`src/fle_pkg.sv`:
```
package fle_pkg;

  localparam int SAMPLE_W = 16;
  localparam int CFG_W    = 11;
  localparam int LOG_W    = 16;
  localparam int ENERGY_W = 41;
  // a squared 16-bit sample is at most 2^30
  localparam int SQ_W     = 2 * SAMPLE_W - 1;

  localparam int CFG_IDX_W = 2;
  localparam logic [CFG_IDX_W-1:0] REG_FRAME_LENGTH = 2'd0;
  localparam logic [CFG_IDX_W-1:0] REG_HOP_LEN      = 2'd1;

  localparam logic [CFG_W-1:0] FRAME_LENGTH_RST = 11'd400;
  localparam logic [CFG_W-1:0] HOP_LEN_RST      = 11'd160;

  localparam logic [ENERGY_W-1:0] ENERGY_MAX = {ENERGY_W{1'b1}};
  // log10(2) in Q16
  localparam logic [14:0] LOG10_2_Q16 = 15'd19728;

  localparam int OUT_FIFO_DEPTH = 16;

  // log2(1 + i/32) in Q16
  localparam logic [16:0] LOG2_TAB [33] = '{
    17'd0,     17'd2909,  17'd5732,  17'd8473,  17'd11136, 17'd13727, 17'd16248, 17'd18704,
    17'd21098, 17'd23433, 17'd25711, 17'd27936, 17'd30109, 17'd32234, 17'd34312, 17'd36346,
    17'd38336, 17'd40286, 17'd42196, 17'd44068, 17'd45904, 17'd47705, 17'd49472, 17'd51207,
    17'd52911, 17'd54584, 17'd56229, 17'd57845, 17'd59434, 17'd60997, 17'd62534, 17'd64047,
    17'd65536
  };

  typedef struct packed {
    logic signed [SAMPLE_W-1:0] sample;
    logic                       first;
  } in_item_t;

  typedef struct packed {
    logic [LOG_W-1:0]    log_energy;
    logic [ENERGY_W-1:0] frame_energy;
  } out_item_t;

endpackage

```
`src/fle_fifo.sv`:
```
module fle_fifo (
  input  logic               clk,
  input  logic               rst_n,
  input  logic               wr_en,
  input  fle_pkg::out_item_t wr_data,
  input  logic               rd_en,
  output logic               rd_valid,
  output fle_pkg::out_item_t rd_data
);
  import fle_pkg::*;

  localparam int PW = $clog2(OUT_FIFO_DEPTH);
  localparam int CW = $clog2(OUT_FIFO_DEPTH + 1);

  out_item_t       mem [OUT_FIFO_DEPTH];
  out_item_t       head_r;
  logic [PW-1:0]   wr_ptr_r, wr_ptr_nxt;
  logic [PW-1:0]   rd_ptr_r, rd_ptr_nxt;
  logic [CW-1:0]   count_r, count_nxt;
  logic            do_rd;

  assign rd_valid = (count_r != '0);
  assign rd_data  = head_r;
  assign do_rd    = rd_en && rd_valid;

  always_comb begin
    wr_ptr_nxt = wr_en ? wr_ptr_r + PW'(1) : wr_ptr_r;
    rd_ptr_nxt = do_rd ? rd_ptr_r + PW'(1) : rd_ptr_r;
    count_nxt  = count_r + CW'(wr_en) - CW'(do_rd);
  end

  always_ff @(posedge clk) begin
    if (!rst_n) begin
      wr_ptr_r <= '0;
      rd_ptr_r <= '0;
      count_r  <= '0;
    end else begin
      wr_ptr_r <= wr_ptr_nxt;
      rd_ptr_r <= rd_ptr_nxt;
      count_r  <= count_nxt;
    end
  end

  always_ff @(posedge clk) begin
    if (wr_en) begin
      mem[wr_ptr_r] <= wr_data;
    end
    // head entry registered, taken straight from the write side when it lands there now
    if (wr_en && wr_ptr_r == rd_ptr_nxt) begin
      head_r <= wr_data;
    end else begin
      head_r <= mem[rd_ptr_nxt];
    end
  end

endmodule

```
`config.mk`:
```
export PLATFORM = sky130hd
export DESIGN_NAME = fle_fifo
export DESIGN_NICKNAME = d
export VERILOG_FILES = /design/src/fle_pkg.sv /design/src/fle_fifo.sv
export SDC_FILE = /design/constraint.sdc
export NUM_CORES = 1
export LEC_CHECK = 0
export BUFFER_PORTS_ARGS = -buffer_cell sky130_fd_sc_hd__buf_4
export CAP_MARGIN = 20
export CORE_UTILIZATION = 35
export DETAILED_ROUTE_END_ITERATION = 10
export SLEW_MARGIN = 40
export SYNTH_ARGS = -nofsm -noshare
export SYNTH_HDL_FRONTEND = slang
export SYNTH_SLANG_ARGS = --single-unit
```
`constraint.sdc`:
```
create_clock -name clk -period 3.2 [get_ports clk]
set_clock_uncertainty 0.05 [all_clocks]
set_input_delay 0.96 -clock clk [delete_from_list [all_inputs] [get_ports clk]]
set_output_delay 0.96 -clock clk [all_outputs]
set_load 0.01 [all_outputs]
```
==> results of run 1 <==
-- metal layers --
layer | GRT usage | vias to the layer above
met1 | 0.231 | 8967
met3 | 0.0389 | 117
met5 | 0 | -
met4 | 0.0460 | 14
li1 | - | 6914
met2 | 0.267 | 531
-- worst paths after layout --
kind | end | start
worst max-delay path | rd_data[31] | flip-flop
worst min-delay path | flip-flop | rd_ptr_r[3]
worst max register to register | count_r[4] | count_r[2]
worst min register to register | flip-flop | rd_ptr_r[3]
-- cells by family after synthesis --
group / after synthesis / synth area share
mux: 230 / 0.148
xor+xnor: 9 / 0.00226
simple gates: 105 / 0.0142
buf+inv: 86 / 0.0123
fa+ha+maj: 12 / 0.00451
compound gates: 118 / 0.0252
flops: 929 / 0.794
-- power groups by stage --
stage / logic, mW / clock network (mW) / registers [mW]
2_1_floorplan: 5.11 / 0 / 13.9
6_report: 10.6 / 10.4 / 13.7
5_1_grt: 11.3 / 11.0 / 13.7
3_3_place_gp: 7.55 / 0 / 13.9
3_5_place_dp: 7.63 / 0 / 13.9
4_1_cts: 10.5 / 10.6 / 13.7
-- cells in the final DEF, fill, tap and decap left out, drive strengths merged, types with 4 or more instances in the layout --
master | netlist | final
a22oi | 114 | 114
buf | 40 | 245
and2 | 28 | 28
dfxtp | 17 | 17
mux4 | 228 | 228
inv | 9 | 13
ha | 11 | 11
bufinv | 0 | 6
xnor2 | 6 | 6
nor2 | 4 | 4
edfxtp | 912 | 912
clkbuf | 37 | 121
clkinv | 0 | 36
nand2 | 61 | 61
-- registers in the layout, indices dropped and copies added (netlist names), named ones only --
signal,flops
mem,912
count_r,5
rd_ptr_r,4
wr_ptr_r,4
-- critical path, cell delays in order, from the launching register on --
cell	delay, ns
dfxtp_4	0.37
buf_12	0.15
buf_16	0.16
buf_12	0.13
buf_16	0.13
mux4_2	0.51
a22oi_2	0.17
nand2_1	0.10
buf_6	0.13
-- metrics by stage --
stage	util	instance area (um2)	power [mW]	instances
after floorplan	-	34900	19.0	1489
after global placement	0.389	38300	21.5	2889
after detailed placement	0.389	38300	21.6	2889
after CTS	0.437	43100	34.7	3113
after global routing	0.440	43300	36.0	3117
final	0.440	43300	34.6	3119
-- final cells by class --
class | count | area, um2 | share of cell area
tap | 1287 | 1610 | 0.0372
antenna | 3 | 7.51 | 0.000173
clock buffer | 116 | 2390 | 0.0552
clock inverter | 48 | 499 | 0.0115
multi-input combinational | 474 | 7430 | 0.171
sequential | 929 | 27700 | 0.640
inverter | 9 | 33.8 | 0.000779
timing repair buffer | 253 | 3630 | 0.0839
-- repair_timing --
item,CTS,global route
pin swaps,64,50
gates resized for setup,172,75
hold buffers,0,0
setup buffers,33,8
endpoints found under the setup margin,57,58
gates cloned,27,5
==> qor.txt, run 1 <==
Reg2Reg Setup Slack = 0.22 ns
Routability cong. = 0.699
Area growth from synthesis to layout = 24.1%
Global-route usage over all layers = 0.168
Layout cells sized above 1 = 0.417
Global route overflow = 0
Top_reg_cell synth = edfxtp_1
Reg2reg path depth = 13
Sequential fraction of the synthesis area = 0.794
Worst slew margin = 0.561
Synth top cells by count = 912 x edfxtp_1, 228 x mux4_2, 114 x a22oi_1
Mapped Avg Cell Area = 23.5 um2
Met1 WL = 35900 um
H-tree depth = 3
CTS clk-pin slew, worst paths = 0.06 ns
Die area = 101000 um2
Distinct cell type count of the synthesized netlist = 29
Final WL = 84300 um
Hold Fails Final Rpt = 0
CTS Buffer Depth = 3
Drt pass-1 iters = 7
TritonCTS Buffers = 92
Area of the mapped netlist = 34900 um2
Worst hold slack = 0.398 ns
Vias per cell = 5.30
Setup TNS = -16.17 ns
Chip Width = 318 um
First-pass GRT wire length = 123000 um
Async set-reset flop share out of synthesis = 0
Synth top area cells = edfxtp_1 78%, mux4_2 15%, a22oi_1 2.5%
Outcome = finished with violations
Post-synth top area share = 0.784
Initial antenna violation count = 11
Root buffer selected by CTS = clkbuf_16
WL/cell = 27.0 um
EDFF count, synth = 912
DP Wirelength = 44300 um
Initial Utilization = 0.354
Sw Ratio = 0.265
Min Tclk post-route = 3.53 ns
Initial DRC count = 1718
Wire length on met2 = 41200 um
Final setup viols = 57
Max-Cap Viols = 0
Worst VDD drop = 0.000442 V
Most frequent cell after synthesis = edfxtp_1
Rows = 115
Critical Path End Type = output port
Failing checks = setup timing
Synth area leader = edfxtp_1
Combinational share of power = 0.306
Worst slack, placed = 0.0925 ns
RSZ-0062 raised after global routing = yes
Synth Warn # = 0
Hold depth = 1
Worst Path Arrival = 2.52 ns
Final WS setup = -0.333 ns
Wire length on met3 = 5650 um
Psw = 9.19 mW
Critical Path Start Type = flip-flop
DRC Markers = 0
# clock sinks = 929
Fmax = 283 MHz
CORE AREA = 98600 um2
Clk_lat worst skew = 0.65 ns
Slew Limit Fails = 0
Largest net degree at the start of global routing = 58
Top Layer Used = met5
# port buffers = 118
Routed Antenna Nets = 0
Pleak = 13.7 nW
CP Max Fanout = 7
Via count = 16.5k
P_int = 25.5 mW
Critical Path RT = 2.19 ns
Cell Pwr Density = 799 nW/um2
Nets@finish = 1832
Height of the die = 318 um
Syn Inst Count = 1489
Post-Syn Nets = 1562
Worst min-delay path class = flip-flop to flip-flop
Post-route clock period utilization = 1.10
Clk pwr share = 0.300
Yosys reg bits = 929
CTS tree = done
Number of global-route vias before repair = 17.7k
I/O pins = 119
Critical path class = flip-flop to output port
Worst Tran Pin Value = 0.659 ns
Fillers = 8132
Sequential share of power = 0.394
No activity file was read; power rests on OpenSTA's default activity.
==> run 2, diff against run 1 <==
Settings changed: ABC_AREA from default to 1, HOLD_SLACK_MARGIN from default to 0.02.
==> run 2 against run 1 <==
The run still ends with setup timing left. Sequential power is essentially flat. Maximum frequency grew 7.8%. Non-clock buffer count grew 16. Area after synthesis grew 15%. Wire length grew 28%. Register-to-register slack gained 0.59 ns. Worst setup slack gained 0.25 ns. Die area grew 15%. Utilization shrank 1.5 points. Largest cell class unchanged. Highest routed layer unchanged.
==> qor.txt, run 2 <==
Worst Path Arrival = 2.27 ns
Drt pass-1 iters = 5
Yosys reg bits = 929
Root buffer selected by CTS = clkbuf_16
Distinct cell type count of the synthesized netlist = 23
WL/cell = 19.4 um
Rows = 123
Routability cong. = 0.742
Nets@finish = 4056
Most common cell after layout, fill and taps aside = nand2_1
RSZ-0062 raised after global routing = yes
I/O pins = 119
Synth top cells by count = 1230 x nand2_1, 912 x edfxtp_1, 703 x inv_1
Synth top area cells = edfxtp_1 68%, nand2_1 12%, nand3_1 8.6%
Most frequent cell after synthesis = nand2_1
Die area = 116000 um2
Initial Utilization = 0.355
Design area = 48000 um2
Worst VDD drop = 0.000406 V
CTS clk-pin slew, worst paths = 0.06 ns
DP Wirelength = 49400 um
Final WS setup = -0.0780 ns
Pleak = 20.2 nW
Mapped Avg Cell Area = 10.6 um2
Top reg by flops = mem
Initial antenna violation count = 5
Cts hold-fix bufs = 0
TritonCTS Buffers = 99
DRC Markers = 0
Post-layout util = 0.425
Fillers = 10.5k
Crit path cell chain = buf_12 > inv_16 > bufbuf_16 > nand2_1 > nand3_1 > nand3_1 > nand3_1 > nand2_2 > buf_6
CORE AREA = 113000 um2
Chip Width = 340 um
Worst path slowest cell = dfxtp_4
Critical Path Start Type = flip-flop
Slew Limit Fails = 0
Global-route usage over all layers = 0.178
# port buffers = 118
Worst Tran Pin Value = 0.546 ns
Largest net degree at the start of global routing = 59
Failing checks = setup timing
Via count = 26.5k
H-tree depth = 3
Async set-reset flop share out of synthesis = 0
Post-Syn Nets = 3870
Largest regs = mem x912, count_r x5
Synth area leader = edfxtp_1
Global route overflow = 0
Min Tclk post-route = 3.28 ns
Top_reg_cell synth = edfxtp_1
Hold Fails Final Rpt = 0
EDFF count, synth = 912
Most frequent cells in the layout = 1192 x nand2_1, 912 x edfxtp_1, 701 x inv_1
Slowest cell delay on critical path = 0.38 ns
Fmax = 305 MHz
Final WL = 108000 um
Post-route clock period utilization = 1.02
Number of flip-flops in the largest register = 912
Final setup viols = 19
Layout cells sized above 1 = 0.119
Total power = 36.6 mW
Critical path class = flip-flop to output port
Register area = 27700 um2
Outcome = finished with violations
Number of global-route vias before repair = 25.2k
Post-DP Area = 42900 um2
Routed Antenna Nets = 0
Vias per cell = 4.77
Cell Pwr Density = 764 nW/um2
Crit-path most repeated cell = nand3_1
Area growth from synthesis to layout = 19.6%
CTS tree = done
Multi-input gate area = 8790 um2
Critical Path RT = 2.19 ns
Layout Cells excl Fill = 5559
CP Max Fanout = 11
Height of the die = 340 um
Setup TNS = -0.602 ns
Sequential fraction of the synthesis area = 0.692
Max-Cap Viols = 0
Synth Warn # = 0
First-pass GRT wire length = 156000 um
Area of the mapped netlist = 40100 um2
Placed instance count = 5307
Worst min-delay path class = flip-flop to flip-flop
# clock sinks = 929
Post-synth top area share = 0.683
Worst slew margin = 0.636
Initial DRC count = 2474
Clk_lat worst skew = 0.65 ns
CTS Buffer Depth = 3
Critical Path End Type = output port
Syn Inst Count = 3797
-- run 2: cell count changes after synthesis, moves of 73 or more --
cell	previous run	this run
a22oi_1	114	0
buf_2	4	77
inv_1	9	703
mux4_2	228	0
nand2_1	61	1230
nand3_1	2	686
-- run 2: cells by family after synthesis --
kind of cell,after synthesis,share of synthesized area
flops,929,0.692
simple gates,1949,0.204
xor+xnor,3,0.000656
buf+inv,894,0.0983
compound gates,10,0.00147
fa+ha+maj,12,0.00393
-- run 2: worst max-delay path, delay by kind of cell, from the launching register on --
| kind | cells | cell delay [ns] |
|---|---|---|
| buf+inv | 4 | 0.71 |
| simple gates | 5 | 0.53 |
| flops | 1 | 0.38 |
-- run 2: worst paths after layout --
| kind | from | to | slack [ns] | depth (start not counted) |
|---|---|---|---|---|
| setup reg to reg | count_r[3] | count_r[4] | 0.81 | 15 |
| hold reg to reg | rd_ptr_r[3] | flip-flop | 0.44 | 2 |
| hold / removal | rd_ptr_r[3] | flip-flop | 0.44 | 2 |
| setup / recovery | flip-flop | rd_data[29] | -0.08 | 9 |
-- run 2: timing repair --
item	CTS	global route
cloned	26	23
pin swaps	10	30
endpoints found under the setup margin	57	57
setup buffers	21	8
resized for setup	92	77
-- run 2: cell type report --
class,instances,share of cell area
clock buffers,124,0.0545
well taps,1500,0.0391
multi-input cells,1974,0.183
inverters,705,0.0563
flip-flops and latches,929,0.578
clock inverters,51,0.00691
repair inverters,5,0.00183
diodes,2,0.000104
repair buffers,269,0.0795
-- run 2: metrics by stage --
stage / setup WS, ns / hold slack, ns
after floorplan: -0.184 / 0.415
after global placement: 0.356 / 0.428
after detailed placement: 0.388 / 0.427
after CTS: -0.0970 / 0.445
after global routing: -0.155 / 0.480
final: -0.0780 / 0.444
-- run 2: where the power goes --
part	switching [mW]	leakage [nW]	internal, mW
clock	4.55	1.43	6.05
combinational	7.24	10.4	5.19
sequential	0.0660	8.38	13.5
-- run 2: metal layers --
| metal | GRT usage | up-vias | wire [um] |
|---|---|---|---|
| li1 | - | 12700 | - |
| met1 | 0.242 | 12900 | 46600 |
| met2 | 0.296 | 818 | 51700 |
| met3 | 0.0279 | 183 | 6970 |
| met4 | 0.0485 | 8 | 2410 |
| met5 | 0 | - | 42 |
