`src/fle_pkg.sv`:
```
package fle_pkg;

  localparam int SAMPLE_W = 16;
  localparam int CFG_W    = 11;
  localparam int LOG_W    = 16;
  localparam int ENERGY_W = 41;
  // a squared 16-bit sample is at most 2^30
  localparam int SQ_W     = 2 * SAMPLE_W - 1;

  localparam int CFG_IDX_W = 2;
  localparam logic [CFG_IDX_W-1:0] REG_FRAME_LENGTH = 2'd0;
  localparam logic [CFG_IDX_W-1:0] REG_HOP_LEN      = 2'd1;

  localparam logic [CFG_W-1:0] FRAME_LENGTH_RST = 11'd400;
  localparam logic [CFG_W-1:0] HOP_LEN_RST      = 11'd160;

  localparam logic [ENERGY_W-1:0] ENERGY_MAX = {ENERGY_W{1'b1}};
  // log10(2) in Q16
  localparam logic [14:0] LOG10_2_Q16 = 15'd19728;

  localparam int OUT_FIFO_DEPTH = 16;

  // log2(1 + i/32) in Q16
  localparam logic [16:0] LOG2_TAB [33] = '{
    17'd0,     17'd2909,  17'd5732,  17'd8473,  17'd11136, 17'd13727, 17'd16248, 17'd18704,
    17'd21098, 17'd23433, 17'd25711, 17'd27936, 17'd30109, 17'd32234, 17'd34312, 17'd36346,
    17'd38336, 17'd40286, 17'd42196, 17'd44068, 17'd45904, 17'd47705, 17'd49472, 17'd51207,
    17'd52911, 17'd54584, 17'd56229, 17'd57845, 17'd59434, 17'd60997, 17'd62534, 17'd64047,
    17'd65536
  };

  typedef struct packed {
    logic signed [SAMPLE_W-1:0] sample;
    logic                       first;
  } in_item_t;

  typedef struct packed {
    logic [LOG_W-1:0]    log_energy;
    logic [ENERGY_W-1:0] frame_energy;
  } out_item_t;

endpackage

```
`src/fle_log.sv`:
```
module fle_log #(
  parameter int SUM_W         = 41,
  parameter int LOG_FRAC_BITS = 12
) (
  input  logic              clk,
  input  logic              rst_n,
  input  logic              in_valid,
  input  logic [SUM_W-1:0]  energy,
  output logic              out_valid,
  output fle_pkg::out_item_t out_data
);
  import fle_pkg::*;

  localparam int NG   = (SUM_W + 7) / 8;
  localparam int KW   = $clog2(SUM_W);
  localparam int SH   = 32 - LOG_FRAC_BITS;
  localparam int L2_W = KW + 17;
  localparam int M_W  = L2_W + 15;
  localparam int EW   = (SUM_W > ENERGY_W) ? SUM_W : ENERGY_W;

  logic [6:0] v_r;

  // stage 1: per-byte leading one
  logic [NG*8-1:0]  ep;
  logic [NG-1:0]    nz;
  logic [2:0]       pos [NG];
  logic [NG-1:0]    nz1_r;
  logic [2:0]       pos1_r [NG];
  logic [SUM_W-1:0] e1_r;

  // stage 2: pick the top byte
  logic [KW-1:0]    k_c;
  logic             zero_c;
  logic [KW-1:0]    k2_r;
  logic             zero2_r;
  logic [SUM_W-1:0] e2_r;

  // stage 3: normalise
  logic [SUM_W+15:0] norm;
  logic [15:0]       f3_r;
  logic [KW-1:0]     k3_r;
  logic              zero3_r;
  logic [SUM_W-1:0]  e3_r;

  // stage 4: table and interpolation product
  logic [4:0]       idx;
  logic [5:0]       idx_nxt;
  logic [16:0]      diff_full;
  logic [16:0]      base4_r;
  logic [22:0]      prod4_r;
  logic [KW-1:0]    k4_r;
  logic             zero4_r;
  logic [SUM_W-1:0] e4_r;

  // stage 5: log2 in Q16
  logic [22:0]      prod_rnd;
  logic [16:0]      frac;
  logic [L2_W-1:0]  l2_5_r;
  logic             zero5_r;
  logic [SUM_W-1:0] e5_r;

  // stage 6: scale by log10(2)
  logic [M_W-1:0]   m6_r;
  logic             zero6_r;
  logic [SUM_W-1:0] e6_r;

  // stage 7: round, saturate
  logic [M_W:0]     rnd;
  logic [M_W:0]     q;
  logic [EW-1:0]    e_ext;
  out_item_t        res_c;
  out_item_t        out_r;

  always_ff @(posedge clk) begin
    if (!rst_n) begin
      v_r <= '0;
    end else begin
      v_r <= {v_r[5:0], in_valid};
    end
  end

  always_comb begin
    ep = (NG*8)'(energy);
    for (int g = 0; g < NG; g++) begin
      nz[g]  = |ep[g*8 +: 8];
      pos[g] = '0;
      for (int b = 0; b < 8; b++) begin
        if (ep[g*8+b]) begin
          pos[g] = 3'(b);
        end
      end
    end
  end

  always_ff @(posedge clk) begin
    nz1_r  <= nz;
    pos1_r <= pos;
    e1_r   <= energy;
  end

  always_comb begin
    k_c    = '0;
    zero_c = 1'b1;
    for (int g = 0; g < NG; g++) begin
      if (nz1_r[g]) begin
        k_c    = KW'(g * 8) + KW'(pos1_r[g]);
        zero_c = 1'b0;
      end
    end
  end

  always_ff @(posedge clk) begin
    k2_r    <= k_c;
    zero2_r <= zero_c;
    e2_r    <= e1_r;
  end

  // the 16 bits below the leading one
  assign norm = {e2_r, 16'b0} >> k2_r;

  always_ff @(posedge clk) begin
    f3_r    <= norm[15:0];
    k3_r    <= k2_r;
    zero3_r <= zero2_r;
    e3_r    <= e2_r;
  end

  assign idx       = f3_r[15:11];
  assign idx_nxt   = {1'b0, idx} + 6'd1;
  assign diff_full = LOG2_TAB[idx_nxt] - LOG2_TAB[idx];

  always_ff @(posedge clk) begin
    base4_r <= LOG2_TAB[idx];
    prod4_r <= 23'(diff_full[11:0]) * 23'(f3_r[10:0]);
    k4_r    <= k3_r;
    zero4_r <= zero3_r;
    e4_r    <= e3_r;
  end

  assign prod_rnd = prod4_r + 23'd1024;
  assign frac     = base4_r + 17'(prod_rnd >> 11);

  always_ff @(posedge clk) begin
    l2_5_r  <= (L2_W'(k4_r) << 16) + L2_W'(frac);
    zero5_r <= zero4_r;
    e5_r    <= e4_r;
  end

  always_ff @(posedge clk) begin
    m6_r    <= M_W'(l2_5_r) * M_W'(LOG10_2_Q16);
    zero6_r <= zero5_r;
    e6_r    <= e5_r;
  end

  always_comb begin
    rnd   = {1'b0, m6_r} + ((M_W+1)'(1) << (SH - 1));
    q     = rnd >> SH;
    e_ext = EW'(e6_r);
    if (zero6_r) begin
      res_c.log_energy = '0;
    end else if (q > (M_W+1)'(16'hFFFF)) begin
      res_c.log_energy = '1;
    end else begin
      res_c.log_energy = LOG_W'(q);
    end
    if (e_ext > EW'(ENERGY_MAX)) begin
      res_c.frame_energy = ENERGY_MAX;
    end else begin
      res_c.frame_energy = ENERGY_W'(e_ext);
    end
  end

  always_ff @(posedge clk) begin
    out_r <= res_c;
  end

  assign out_valid = v_r[6];
  assign out_data  = out_r;

endmodule

```
`config.mk`:
```
export PLATFORM = sky130hd
export DESIGN_NAME = fle_log
export DESIGN_NICKNAME = d
export VERILOG_FILES = /design/src/fle_pkg.sv /design/src/fle_log.sv
export SDC_FILE = /design/constraint.sdc
export NUM_CORES = 1
export LEC_CHECK = 0
export BUFFER_PORTS_ARGS = -buffer_cell sky130_fd_sc_hd__buf_2
export CORE_UTILIZATION = 60
export DETAILED_ROUTE_END_ITERATION = 6
export GPL_TIMING_DRIVEN = 0
export MAX_ROUTING_LAYER = met4
export PLACE_DENSITY = 0.81
export SETUP_SLACK_MARGIN = 0.05
export SYNTH_ARGS = -nofsm -noshare
export SYNTH_HDL_FRONTEND = slang
export SYNTH_SLANG_ARGS = --single-unit
```
`constraint.sdc`:
```
create_clock -name clk -period 10.9 [get_ports clk]
set_input_delay 2.18 -clock clk [delete_from_list [all_inputs] [get_ports clk]]
set_output_delay 2.18 -clock clk [all_outputs]
set_load 0.02 [all_outputs]
```
==> qor.log, run 1 <==
INFO  synthesis      synth_edf_count=0
INFO  sta            finalSetupViolCount=0
INFO  finish         finalNetCount=2868
INFO  critical_path  setup.worst_path.start_class=register
INFO  critical_path  timing.critical_path.slowest_cell_delay=0.56ns
INFO  synthesis      postSynthAreaPerCell=10.0um2
INFO  synthesis      netlist_area=23100um2
INFO  finish         instances_no_fill=2990
INFO  clock_network  post_cts_buffers=0
INFO  floorplanning  number_of_placement_rows=71
INFO  synthesis      async_flop_share=0%
INFO  hold_path      min_path_cells=0
INFO  sta            rsz0062_at_grt=false
INFO  critical_path  worstSetupPathType=reg2reg
INFO  hold_path      worstHoldPathType=reg2reg
INFO  critical_path  setup.reg_to_reg.worst_slack=0.48ns
INFO  floorplanning  dieWidth=198um
INFO  critical_path  critPathMostFrequentCell=sky130_fd_sc_hd__fa_1
INFO  floorplanning  fp.dieArea=39300um2
INFO  grt            globalRoute.totalOverflow=0
INFO  routing        via_per_inst=5.71
INFO  finish         fillers=2801
INFO  grt            via_count_of_the_first_global_routing_pass=17.4k
INFO  routing        routed-via-count=17.1k
INFO  job            timing.max_cap.violations=0
INFO  synthesis      ys_seq_area_share=38.1%
INFO  floorplanning  fp.dieH=198um
INFO  critical_path  critPathSlowestCell=sky130_fd_sc_hd__fa_1
INFO  clock_network  cts_max_path_buffers=3
INFO  sta            drv_slew=0
INFO  finish         layout_commonest_cell=sky130_fd_sc_hd__dfxtp_1
INFO  routing        route.antenna.remaining_nets=0
INFO  floorplanning  top_level_ports=102
INFO  clock_network  cts-buffers-inserted=41
INFO  clock_network  clock_tree_from_tritoncts=done
INFO  critical_path  cp_num_cells=33
INFO  placed_design  io_buffers=101
INFO  hold_path      hold_start=e1_r[29]
INFO  synthesis      postSynth.topFlopCell=sky130_fd_sc_hd__dfxtp_1
INFO  critical_path  worst-endpoint-arrival=10.87ns
INFO  grt            grt_antenna_before_repair=0
INFO  sta            finalHoldViolations=0
INFO  critical_path  rr_worst_depth=33
INFO  critical_path  crit_family=adder cells
INFO  floorplanning  starting_utilization_of_the_core_area=61.3%
INFO  critical_path  worst_setup_path_end_kind=register
INFO  clock_network  htree_levels=2
INFO  finish         n_antenna_cell=0
INFO  finish         layout_common_cells=sky130_fd_sc_hd__dfxtp_1, sky130_fd_sc_hd__inv_1, sky130_fd_sc_hd__ha_1
INFO  sta            finClkSkew=0.0319ns
INFO  grt            grt_first_pass_wirelength=90200um
INFO  synthesis      postSynthRegisterBits=440
INFO  critical_path  r2r-start=f3_r[12]
INFO  sta            worst_slew_pin_slew=0.939ns
INFO  routing        totalWireLength=56000um
INFO  critical_path  worst-path-buf-inv=7
INFO  synthesis      synth_nets=2724
INFO  critical_path  critical_path.max_fanout=10
INFO  placed_design  hpwl=42300um
INFO  clock_network  numClockSinks=440
INFO  grt            grt_max_degree=16
INFO  clock_network  cts.repair.resized=0
INFO  sta            slew_margin_rel=37.0%
INFO  routing        avgRoutedWirePerCell=18.7um
INFO  sta            final_period_utilization=95.6%
INFO  placed_design  place.detailed.instances=2921
INFO  status         run_status=completed
INFO  clock_network  cts_root_buffer=sky130_fd_sc_hd__clkbuf_16
INFO  finish         final_layout_size_suffix_gt1_share=9.56%
INFO  critical_path  worst-endpoint-required=11.36ns
INFO  clock_network  clk_pin_slew_worst_paths=0.07ns
INFO  sta            shortest_period_the_worst_path_allows=10.42ns
INFO  critical_path  r2r_end=prod4_r[19]
INFO  sta            max_freq=0.0960GHz
INFO  floorplanning  core_area=37800um2
INFO  routing        drtIter0Drc=1268
INFO  clock_network  ctsHoldBuffers=0
INFO  clock_network  clk-insertion-delay-late=0.59ns
INFO  synthesis      yosys.cell_types.count=75
INFO  finish         syn2layout_area_growth=10.7%
INFO  sta            final.setup.tns=0ns
INFO  synthesis      yosys_warnings=0
INFO  routing        route.detailed.drc=0
INFO  routing        dr.pass1.iters=6
INFO  hold_path      min_delay_worst_endpoint=e2_r[29]
INFO  placed_design  gp_congestion=0.930
INFO  grt            track_usage=30.4%
INFO  synthesis      syn-instance-count=2309
-- state kept, by name, indices dropped and copies added, names as in the netlist, 7 cells and up --
signal,flops
base4_r,16
e1_r,41
e2_r,41
e3_r,41
e4_r,41
e5_r,41
e6_r,41
f3_r,16
l2_5_r,23
m6_r,19
out_data,57
pos1_r,15
prod4_r,13
v_r,7
-- layer usage --
metal	vias up	wire length [um]	track usage, %
met5	-	0	-
met2	704	27500	51.0
met3	191	4030	5.76
li1	7981	-	-
met4	0	2200	12.3
met1	8183	22300	35.8
-- cell families after synthesis --
group                      share of synthesized area, %
AOI/OAI and AO/OA                                  10.8
DFF                                                38.1
xor gates and xnor gates                           3.17
muxes                                              5.42
buffers and inverters                              6.49
adders and majority gates                          24.7
and+or+nand+nor                                    11.3
-- how the worst max path moves through the flow --
stage | start | endpoint
6_report | f3_r[12] | prod4_r[19]
5_1_grt | f3_r[12] | prod4_r[19]
4_1_cts | f3_r[12] | prod4_r[19]
3_5_place_dp | f3_r[12] | prod4_r[19]
3_3_place_gp | f3_r[12] | prod4_r[19]
2_1_floorplan | f3_r[11] | prod4_r[19]
-- final cells by class --
| cell class | count | area, um2 | area share (%) |
|---|---|---|---|
| inverter | 257 | 965 | 3.77 |
| clock inverter | 11 | 155 | 0.606 |
| tap | 511 | 639 | 2.50 |
| sequential | 440 | 8810 | 34.4 |
| clock buffer | 58 | 1170 | 4.57 |
| buffer | 137 | 537 | 2.10 |
| timing repair buffer | 101 | 505 | 1.97 |
| multi-input combinational | 1475 | 12800 | 50.1 |
-- through the flow --
| stage | cell area, um2 | setup WS [ns] | hold WS, ns | util (%) |
|---|---|---|---|---|
| 2_1_floorplan | 23100 | 2.54 | 0.310 | - |
| 3_3_place_gp | 24300 | 0.920 | 0.311 | 64.3 |
| 4_1_cts | 25600 | 0.635 | 0.314 | 67.8 |
| 6_report | 25600 | 0.482 | 0.322 | 67.8 |
| 3_5_place_dp | 24300 | 0.727 | 0.312 | 64.3 |
| 5_1_grt | 25600 | 0.0844 | 0.329 | 67.8 |
-- cell usage after synthesis (all sizes together), types with 4 or more instances --
library cell | instances | area share (%)
nand3 | 33 | 0.71
a31o | 6 | 0.23
o21ai | 91 | 2.0
or3 | 4 | 0.11
a31oi | 20 | 0.54
a21o | 21 | 0.68
mux2 | 12 | 0.58
o21a | 12 | 0.39
fa | 144 | 12
nand2b | 17 | 0.46
o211ai | 11 | 0.36
and2 | 86 | 2.4
buf | 20 | 0.42
and3 | 18 | 0.49
a311oi | 6 | 0.23
a221oi | 17 | 0.64
o22ai | 4 | 0.11
dfxtp | 440 | 38
xor2 | 29 | 1.1
inv | 256 | 4.2
a21oi | 114 | 2.5
clkbuf | 117 | 1.9
xnor2 | 53 | 2.0
nor2b | 19 | 0.51
o21bai | 9 | 0.29
nor2 | 153 | 2.5
ha | 227 | 12
a211o | 10 | 0.38
a211oi | 25 | 0.81
mux4 | 31 | 3.0
mux2i | 42 | 1.8
nand2 | 166 | 2.7
nand4 | 17 | 0.46
o31ai | 8 | 0.26
nor3 | 22 | 0.50
Power of run 1 is not shown: default switching activity piles up to over one toggle a cycle in this logic, so the estimate is an artifact.
==> run 2, diff against run 1 <==
--- a/config.mk
+++ b/config.mk
@@ -11,6 +11,7 @@
 export GPL_TIMING_DRIVEN = 0
 export MAX_ROUTING_LAYER = met4
 export PLACE_DENSITY = 0.81
+export RECOVER_POWER = 100
 export SETUP_SLACK_MARGIN = 0.05
 export SYNTH_ARGS = -nofsm -noshare
 export SYNTH_HDL_FRONTEND = slang
==> run 2 against run 1 <==
Sequential share of layout area up 0.18 points. Flip-flop and latch count unchanged. Register-to-register slack worse by 0.04 ns. Highest routed layer unchanged. Via count about the same. Critical path depth unchanged. Worst hold slack about the same. Fmax down 0.39%. Critical path type unchanged. Wire length about the same. Setup slack worse by 0.041 ns. First-iteration DRC count up 4.1%. Design area down 0.51%. Clock-buffer cell count unchanged.
==> qor.log, run 2 (synthesized netlist as in run 1, its figures left out) <==
INFO  finish         finalNetCount=2868
INFO  routing        via_per_inst=5.71
INFO  routing        totalWireLength=56000um
INFO  sta            rsz0062_at_grt=false
INFO  placed_design  gp_congestion=0.930
INFO  grt            via_count_of_the_first_global_routing_pass=17.4k
INFO  critical_path  critPathCapture=prod4_r[19]
INFO  floorplanning  fp.dieH=198um
INFO  clock_network  cts-buffers-inserted=41
INFO  critical_path  worstSetupPathType=reg2reg
INFO  routing        avgRoutedWirePerCell=18.7um
INFO  sta            worst_hold_slack=0.322ns
INFO  grt            track_usage=30.4%
INFO  critical_path  critPathMostFrequentCell=sky130_fd_sc_hd__fa_1
INFO  critical_path  worst-endpoint-arrival=10.91ns
INFO  status         run_status=completed
INFO  finish         syn2layout_area_growth=10.1%
INFO  critical_path  r2r-start=f3_r[12]
INFO  grt            globalRoute.totalOverflow=0
INFO  finish         largest_register_ff_count=57
INFO  clock_network  clock_tree_from_tritoncts=done
INFO  grt            grt_max_degree=16
INFO  routing        routed-via-count=17.1k
INFO  floorplanning  fp.dieArea=39300um2
INFO  clock_network  cts_max_path_buffers=3
INFO  critical_path  critical_path.max_fanout=10
INFO  sta            finalSetupViolCount=0
INFO  critical_path  worst_setup_path_end_kind=register
INFO  finish         final_layout_size_suffix_gt1_share=5.49%
INFO  clock_network  ctsHoldBuffers=0
INFO  hold_path      worstHoldPathType=reg2reg
INFO  sta            shortest_period_the_worst_path_allows=10.46ns
INFO  critical_path  critPathSlowestCell=sky130_fd_sc_hd__fa_1
INFO  sta            slew_margin_rel=36.3%
INFO  critical_path  startpoint=f3_r[12]
INFO  floorplanning  dieWidth=198um
INFO  sta            final_period_utilization=96.0%
INFO  finish         layout_commonest_cell=sky130_fd_sc_hd__dfxtp_1
INFO  grt            grt_antenna_before_repair=0
INFO  sta            drv_slew=0
INFO  hold_path      hold_start=e1_r[29]
INFO  floorplanning  starting_utilization_of_the_core_area=61.3%
INFO  critical_path  timing.critical_path.slowest_cell_delay=0.56ns
INFO  sta            finClkSkew=0.0304ns
INFO  clock_network  post_cts_buffers=0
INFO  grt            grt_first_pass_wirelength=90200um
INFO  placed_design  hpwl=42300um
INFO  clock_network  cts.repair.resized=0
INFO  critical_path  worst-endpoint-required=11.35ns
INFO  placed_design  io_buffers=101
INFO  clock_network  cts_root_buffer=sky130_fd_sc_hd__clkbuf_16
INFO  routing        dr.pass1.iters=6
INFO  finish         n_antenna_cell=0
INFO  sta            worst_slew_pin_slew=0.949ns
INFO  floorplanning  core_area=37800um2
INFO  clock_network  clk_pin_slew_worst_paths=0.06ns
INFO  finish         layout_common_cells=sky130_fd_sc_hd__dfxtp_1, sky130_fd_sc_hd__inv_1, sky130_fd_sc_hd__clkbuf_1, sky130_fd_sc_hd__ha_1, sky130_fd_sc_hd__nand2_1
INFO  clock_network  htree_levels=2
INFO  critical_path  setup.worst_path.start_class=register
INFO  sta            finalHoldViolations=0
INFO  critical_path  setup.reg_to_reg.worst_slack=0.44ns
INFO  critical_path  r2r_end=prod4_r[19]
INFO  routing        route.detailed.drc=0
INFO  routing        drtIter0Drc=1320
INFO  job            timing.max_cap.violations=0
INFO  routing        route.antenna.remaining_nets=0
INFO  floorplanning  number_of_placement_rows=71
INFO  sta            final.setup.tns=0ns
INFO  critical_path  rr_worst_depth=33
INFO  clock_network  numClockSinks=440
INFO  floorplanning  top_level_ports=102
INFO  clock_network  clk-insertion-delay-late=0.59ns
INFO  sta            max_freq=0.0956GHz
[run 2: cell types whose count changed in the layout (fill, tap and decap cells not counted), moves of 2 or more]
| cell | change |
|---|---|
| sky130_fd_sc_hd__and2_0 | +4 |
| sky130_fd_sc_hd__and2_1 | -4 |
| sky130_fd_sc_hd__buf_1 | -2 |
| sky130_fd_sc_hd__buf_2 | -98 |
| sky130_fd_sc_hd__clkbuf_1 | +101 |
[run 2: layout make-up]
type	count	area [um2]
timing repair buffer	101	387
clock inverter	11	155
multi-input combinational	1475	12800
inverter	257	965
clock buffer	58	1170
fill	2866	12300
sequential	440	8810
buffer	137	529
tap	511	639
[run 2: per-stage QoR]
stage | utilization [%] | instance area [um2] | instances | setup WS, ns
finish | 67.4 | 25500 | 2990 | 0.441
global route | 67.4 | 25500 | 2990 | 0.0507
CTS | 67.8 | 25600 | 2990 | 0.635
detailed placement | 64.3 | 24300 | 2921 | 0.727
global placement | 64.3 | 24300 | 2921 | 0.920
floorplan | - | 23100 | 2309 | 2.54
[run 2: worst min-delay path by stage]
| stage | endpoint | slack, ns | cells after the start |
|---|---|---|---|
| final | e2_r[29] | 0.32 | 0 |
| after global routing | e5_r[22] | 0.33 | 0 |
| after CTS | e4_r[20] | 0.31 | 0 |
| after detailed placement | e5_r[14] | 0.31 | 0 |
| after global placement | e2_r[15] | 0.31 | 0 |
| after floorplan | e2_r[0] | 0.31 | 0 |
[run 2: worst max-delay path: cells and delay by family (launching register included)]
| family | cells | cell delay, ns |
|---|---|---|
| muxes | 1 | 0.18 |
| buffers and inverters | 7 | 1.52 |
| AOI/OAI and AO/OA | 11 | 3.28 |
| DFF | 1 | 0.49 |
| and+or+nand+nor | 4 | 0.46 |
| adders and majority gates | 9 | 3.89 |
| xor gates and xnor gates | 1 | 0.47 |
[run 2: metal layers]
metal | vias to the layer above | GRT usage, % | share of wire, %
met3 | 198 | 5.76 | 6.9
met2 | 711 | 51.0 | 49
met4 | 0 | 12.3 | 4.1
li1 | 7995 | - | -
met5 | - | - | 0
met1 | 8171 | 35.8 | 40
Power of run 2 is left out for the same reason.
==> run 3, diff against run 2 <==
--- a/config.mk
+++ b/config.mk
@@ -6,7 +6,9 @@
 export NUM_CORES = 1
 export LEC_CHECK = 0
 export BUFFER_PORTS_ARGS = -buffer_cell sky130_fd_sc_hd__buf_2
+export CORE_MARGIN = 3
 export CORE_UTILIZATION = 60
+export CTS_CLUSTER_SIZE = 12
 export DETAILED_ROUTE_END_ITERATION = 6
 export GPL_TIMING_DRIVEN = 0
 export MAX_ROUTING_LAYER = met4
==> constraint.sdc (replaced) <==
create_clock -name clk -period 9.98 [get_ports clk]
set_input_delay 1.996 -clock clk [delete_from_list [all_inputs] [get_ports clk]]
set_output_delay 1.996 -clock clk [all_outputs]
set_load 0.02 [all_outputs]
==> run 3 against run 2 <==
Worst hold slack lost 0.0071 ns. Wire length shrank 2.5%. Fmax grew 12%. First-iteration DRC count grew 8.2%. Flip-flop and latch count is the same. Clock skew grew 0.0034 ns. Final cell count shrank 0.27%. Utilization shrank 0.10 points. Setup slack gained 0.17 ns. Die area grew 4.1%. Largest cell class unchanged. Highest routed layer unchanged.
==> qor.log, run 3 (synthesized netlist as in run 1, its figures left out) <==
INFO  status         run_status=completed
INFO  routing        route.antenna.remaining_nets=0
INFO  critical_path  rr_worst_depth=31
INFO  hold_path      min_path_cells=0
INFO  job            timing.max_cap.violations=0
INFO  critical_path  worst_setup_path_end_kind=register
INFO  routing        route.detailed.drc=0
INFO  grt            globalRoute.totalOverflow=0
INFO  critical_path  worst-endpoint-arrival=9.81ns
INFO  sta            final_period_utilization=93.9%
INFO  critical_path  setup.reg_to_reg.worst_slack=0.61ns
INFO  hold_path      min_delay_worst_endpoint=e6_r[9]
INFO  floorplanning  number_of_placement_rows=71
INFO  finish         layout_commonest_cell=sky130_fd_sc_hd__dfxtp_1
INFO  sta            worst_slew_pin_slew=0.835ns
INFO  grt            grt_antenna_before_repair=0
INFO  critical_path  critPathSlowestCell=sky130_fd_sc_hd__fa_1
INFO  grt            grt_max_degree=13
INFO  finish         syn2layout_area_growth=10.2%
INFO  critical_path  crit_family=adder cells
INFO  routing        drtIter0Drc=1428
INFO  sta            finClkSkew=0.0338ns
INFO  floorplanning  fp.dieArea=40900um2
INFO  sta            shortest_period_the_worst_path_allows=9.37ns
INFO  clock_network  cts-buffers-inserted=45
INFO  grt            track_usage=27.6%
INFO  sta            drv_slew=0
INFO  routing        avgRoutedWirePerCell=18.3um
INFO  clock_network  clk_pin_slew_worst_paths=0.07ns
INFO  finish         fillers=2977
INFO  finish         layout_common_cells=sky130_fd_sc_hd__dfxtp_1, sky130_fd_sc_hd__inv_1, sky130_fd_sc_hd__ha_1
INFO  critical_path  r2r-start=f3_r[12]
INFO  sta            final.setup.tns=0ns
INFO  finish         final_layout_size_suffix_gt1_share=6.03%
INFO  floorplanning  fp.dieH=202um
INFO  critical_path  critPathMostFrequentCell=sky130_fd_sc_hd__fa_1
INFO  critical_path  setup.worst_path.start_class=register
INFO  sta            finalHoldViolations=0
INFO  hold_path      hold_start=e5_r[9]
INFO  placed_design  hpwl=42100um
INFO  critical_path  r2r_end=prod4_r[19]
INFO  floorplanning  dieWidth=202um
INFO  clock_network  htree_levels=2
INFO  critical_path  worst-path-buf-inv=7
INFO  sta            max_freq=0.107GHz
INFO  sta            finalSetupViolCount=0
INFO  grt            grt_first_pass_wirelength=88400um
INFO  grt            via_count_of_the_first_global_routing_pass=17.3k
INFO  routing        dr.pass1.iters=5
INFO  clock_network  clock_tree_from_tritoncts=done
INFO  floorplanning  top_level_ports=102
INFO  sta            slew_margin_rel=44.3%
INFO  floorplanning  core_area=37800um2
INFO  hold_path      worstHoldPathType=reg2reg
INFO  placed_design  gp_congestion=1.00
INFO  routing        via_per_inst=5.66
INFO  clock_network  clk-insertion-delay-late=0.58ns
INFO  finish         ff_latch_area=8810um2
INFO  routing        totalWireLength=54500um
INFO  finish         finalNetCount=2872
INFO  clock_network  numClockSinks=440
INFO  finish         multiInputGateArea=12800um2
INFO  critical_path  critical_path.max_fanout=10
INFO  floorplanning  starting_utilization_of_the_core_area=61.1%
INFO  critical_path  worstSetupPathType=reg2reg
INFO  critical_path  timing.critical_path.slowest_cell_delay=0.58ns
INFO  placed_design  io_buffers=101
INFO  clock_network  cts_root_buffer=sky130_fd_sc_hd__clkbuf_16
INFO  routing        routed-via-count=16.9k
INFO  clock_network  ctsHoldBuffers=0
INFO  critical_path  worst-endpoint-required=10.43ns
INFO  finish         largest_register_ff_count=57
INFO  clock_network  cts_max_path_buffers=3
INFO  sta            rsz0062_at_grt=false
INFO  sta            worst_hold_slack=0.315ns
run 3: area by class of cell:
cell class | count | share of cell area, %
inverter | 257 | 3.78
sequential | 440 | 34.6
timing repair buffer | 101 | 1.51
clock inverter | 9 | 0.466
clock buffer | 50 | 4.61
tap | 511 | 2.51
multi-input combinational | 1475 | 50.4
buffer | 137 | 2.13
antenna | 2 | 0.0196
run 3: per-layer routing:
layer  track usage, %  up-vias  share of wire [%]
met3             4.46      166                6.9
met1             33.8     8073                 41
li1                 -     7974                  -
met4             10.0        0                4.0
met5                -        -                  0
met2             46.5      674                 49
run 3: worst max path at each step:
stage	startpoint	end	slack, ns	cells after the start
final	f3_r[12]	prod4_r[19]	0.61	31
after global routing	f3_r[12]	prod4_r[19]	0.04	32
after CTS	f3_r[12]	prod4_r[19]	0.11	31
after detailed placement	f3_r[12]	prod4_r[19]	0.03	32
after global placement	f3_r[12]	prod4_r[19]	0.07	32
after floorplan	f3_r[11]	prod4_r[19]	1.62	32
run 3: worst register-to-register path, delay by kind of cell (launching register included):
family	cells	cell delay (ns)
xor gates and xnor gates	1	0.22
AOI/OAI and AO/OA	9	2.51
buffers and inverters	7	1.31
and+or+nand+nor	6	1.04
DFF	1	0.46
adders and majority gates	8	3.68
run 3: timing repair:
action                     CTS  global route
setup endpoints to repair    2            10
gates resized for setup      2            24
buffers inserted             0             0
pin swaps                    0             1
hold endpoints to repair     0             0
run 3: stage by stage:
stage	utilization [%]	worst slack, ns	area [um2]	cells
2_1_floorplan	-	1.62	23100	2309
3_3_place_gp	64.1	0.0682	24300	2921
3_5_place_dp	64.1	0.0314	24300	2921
4_1_cts	67.6	0.114	25600	2980
5_1_grt	67.3	0.0401	25500	2980
6_report	67.3	0.611	25500	2982
Power of run 3 is left out for the same reason.
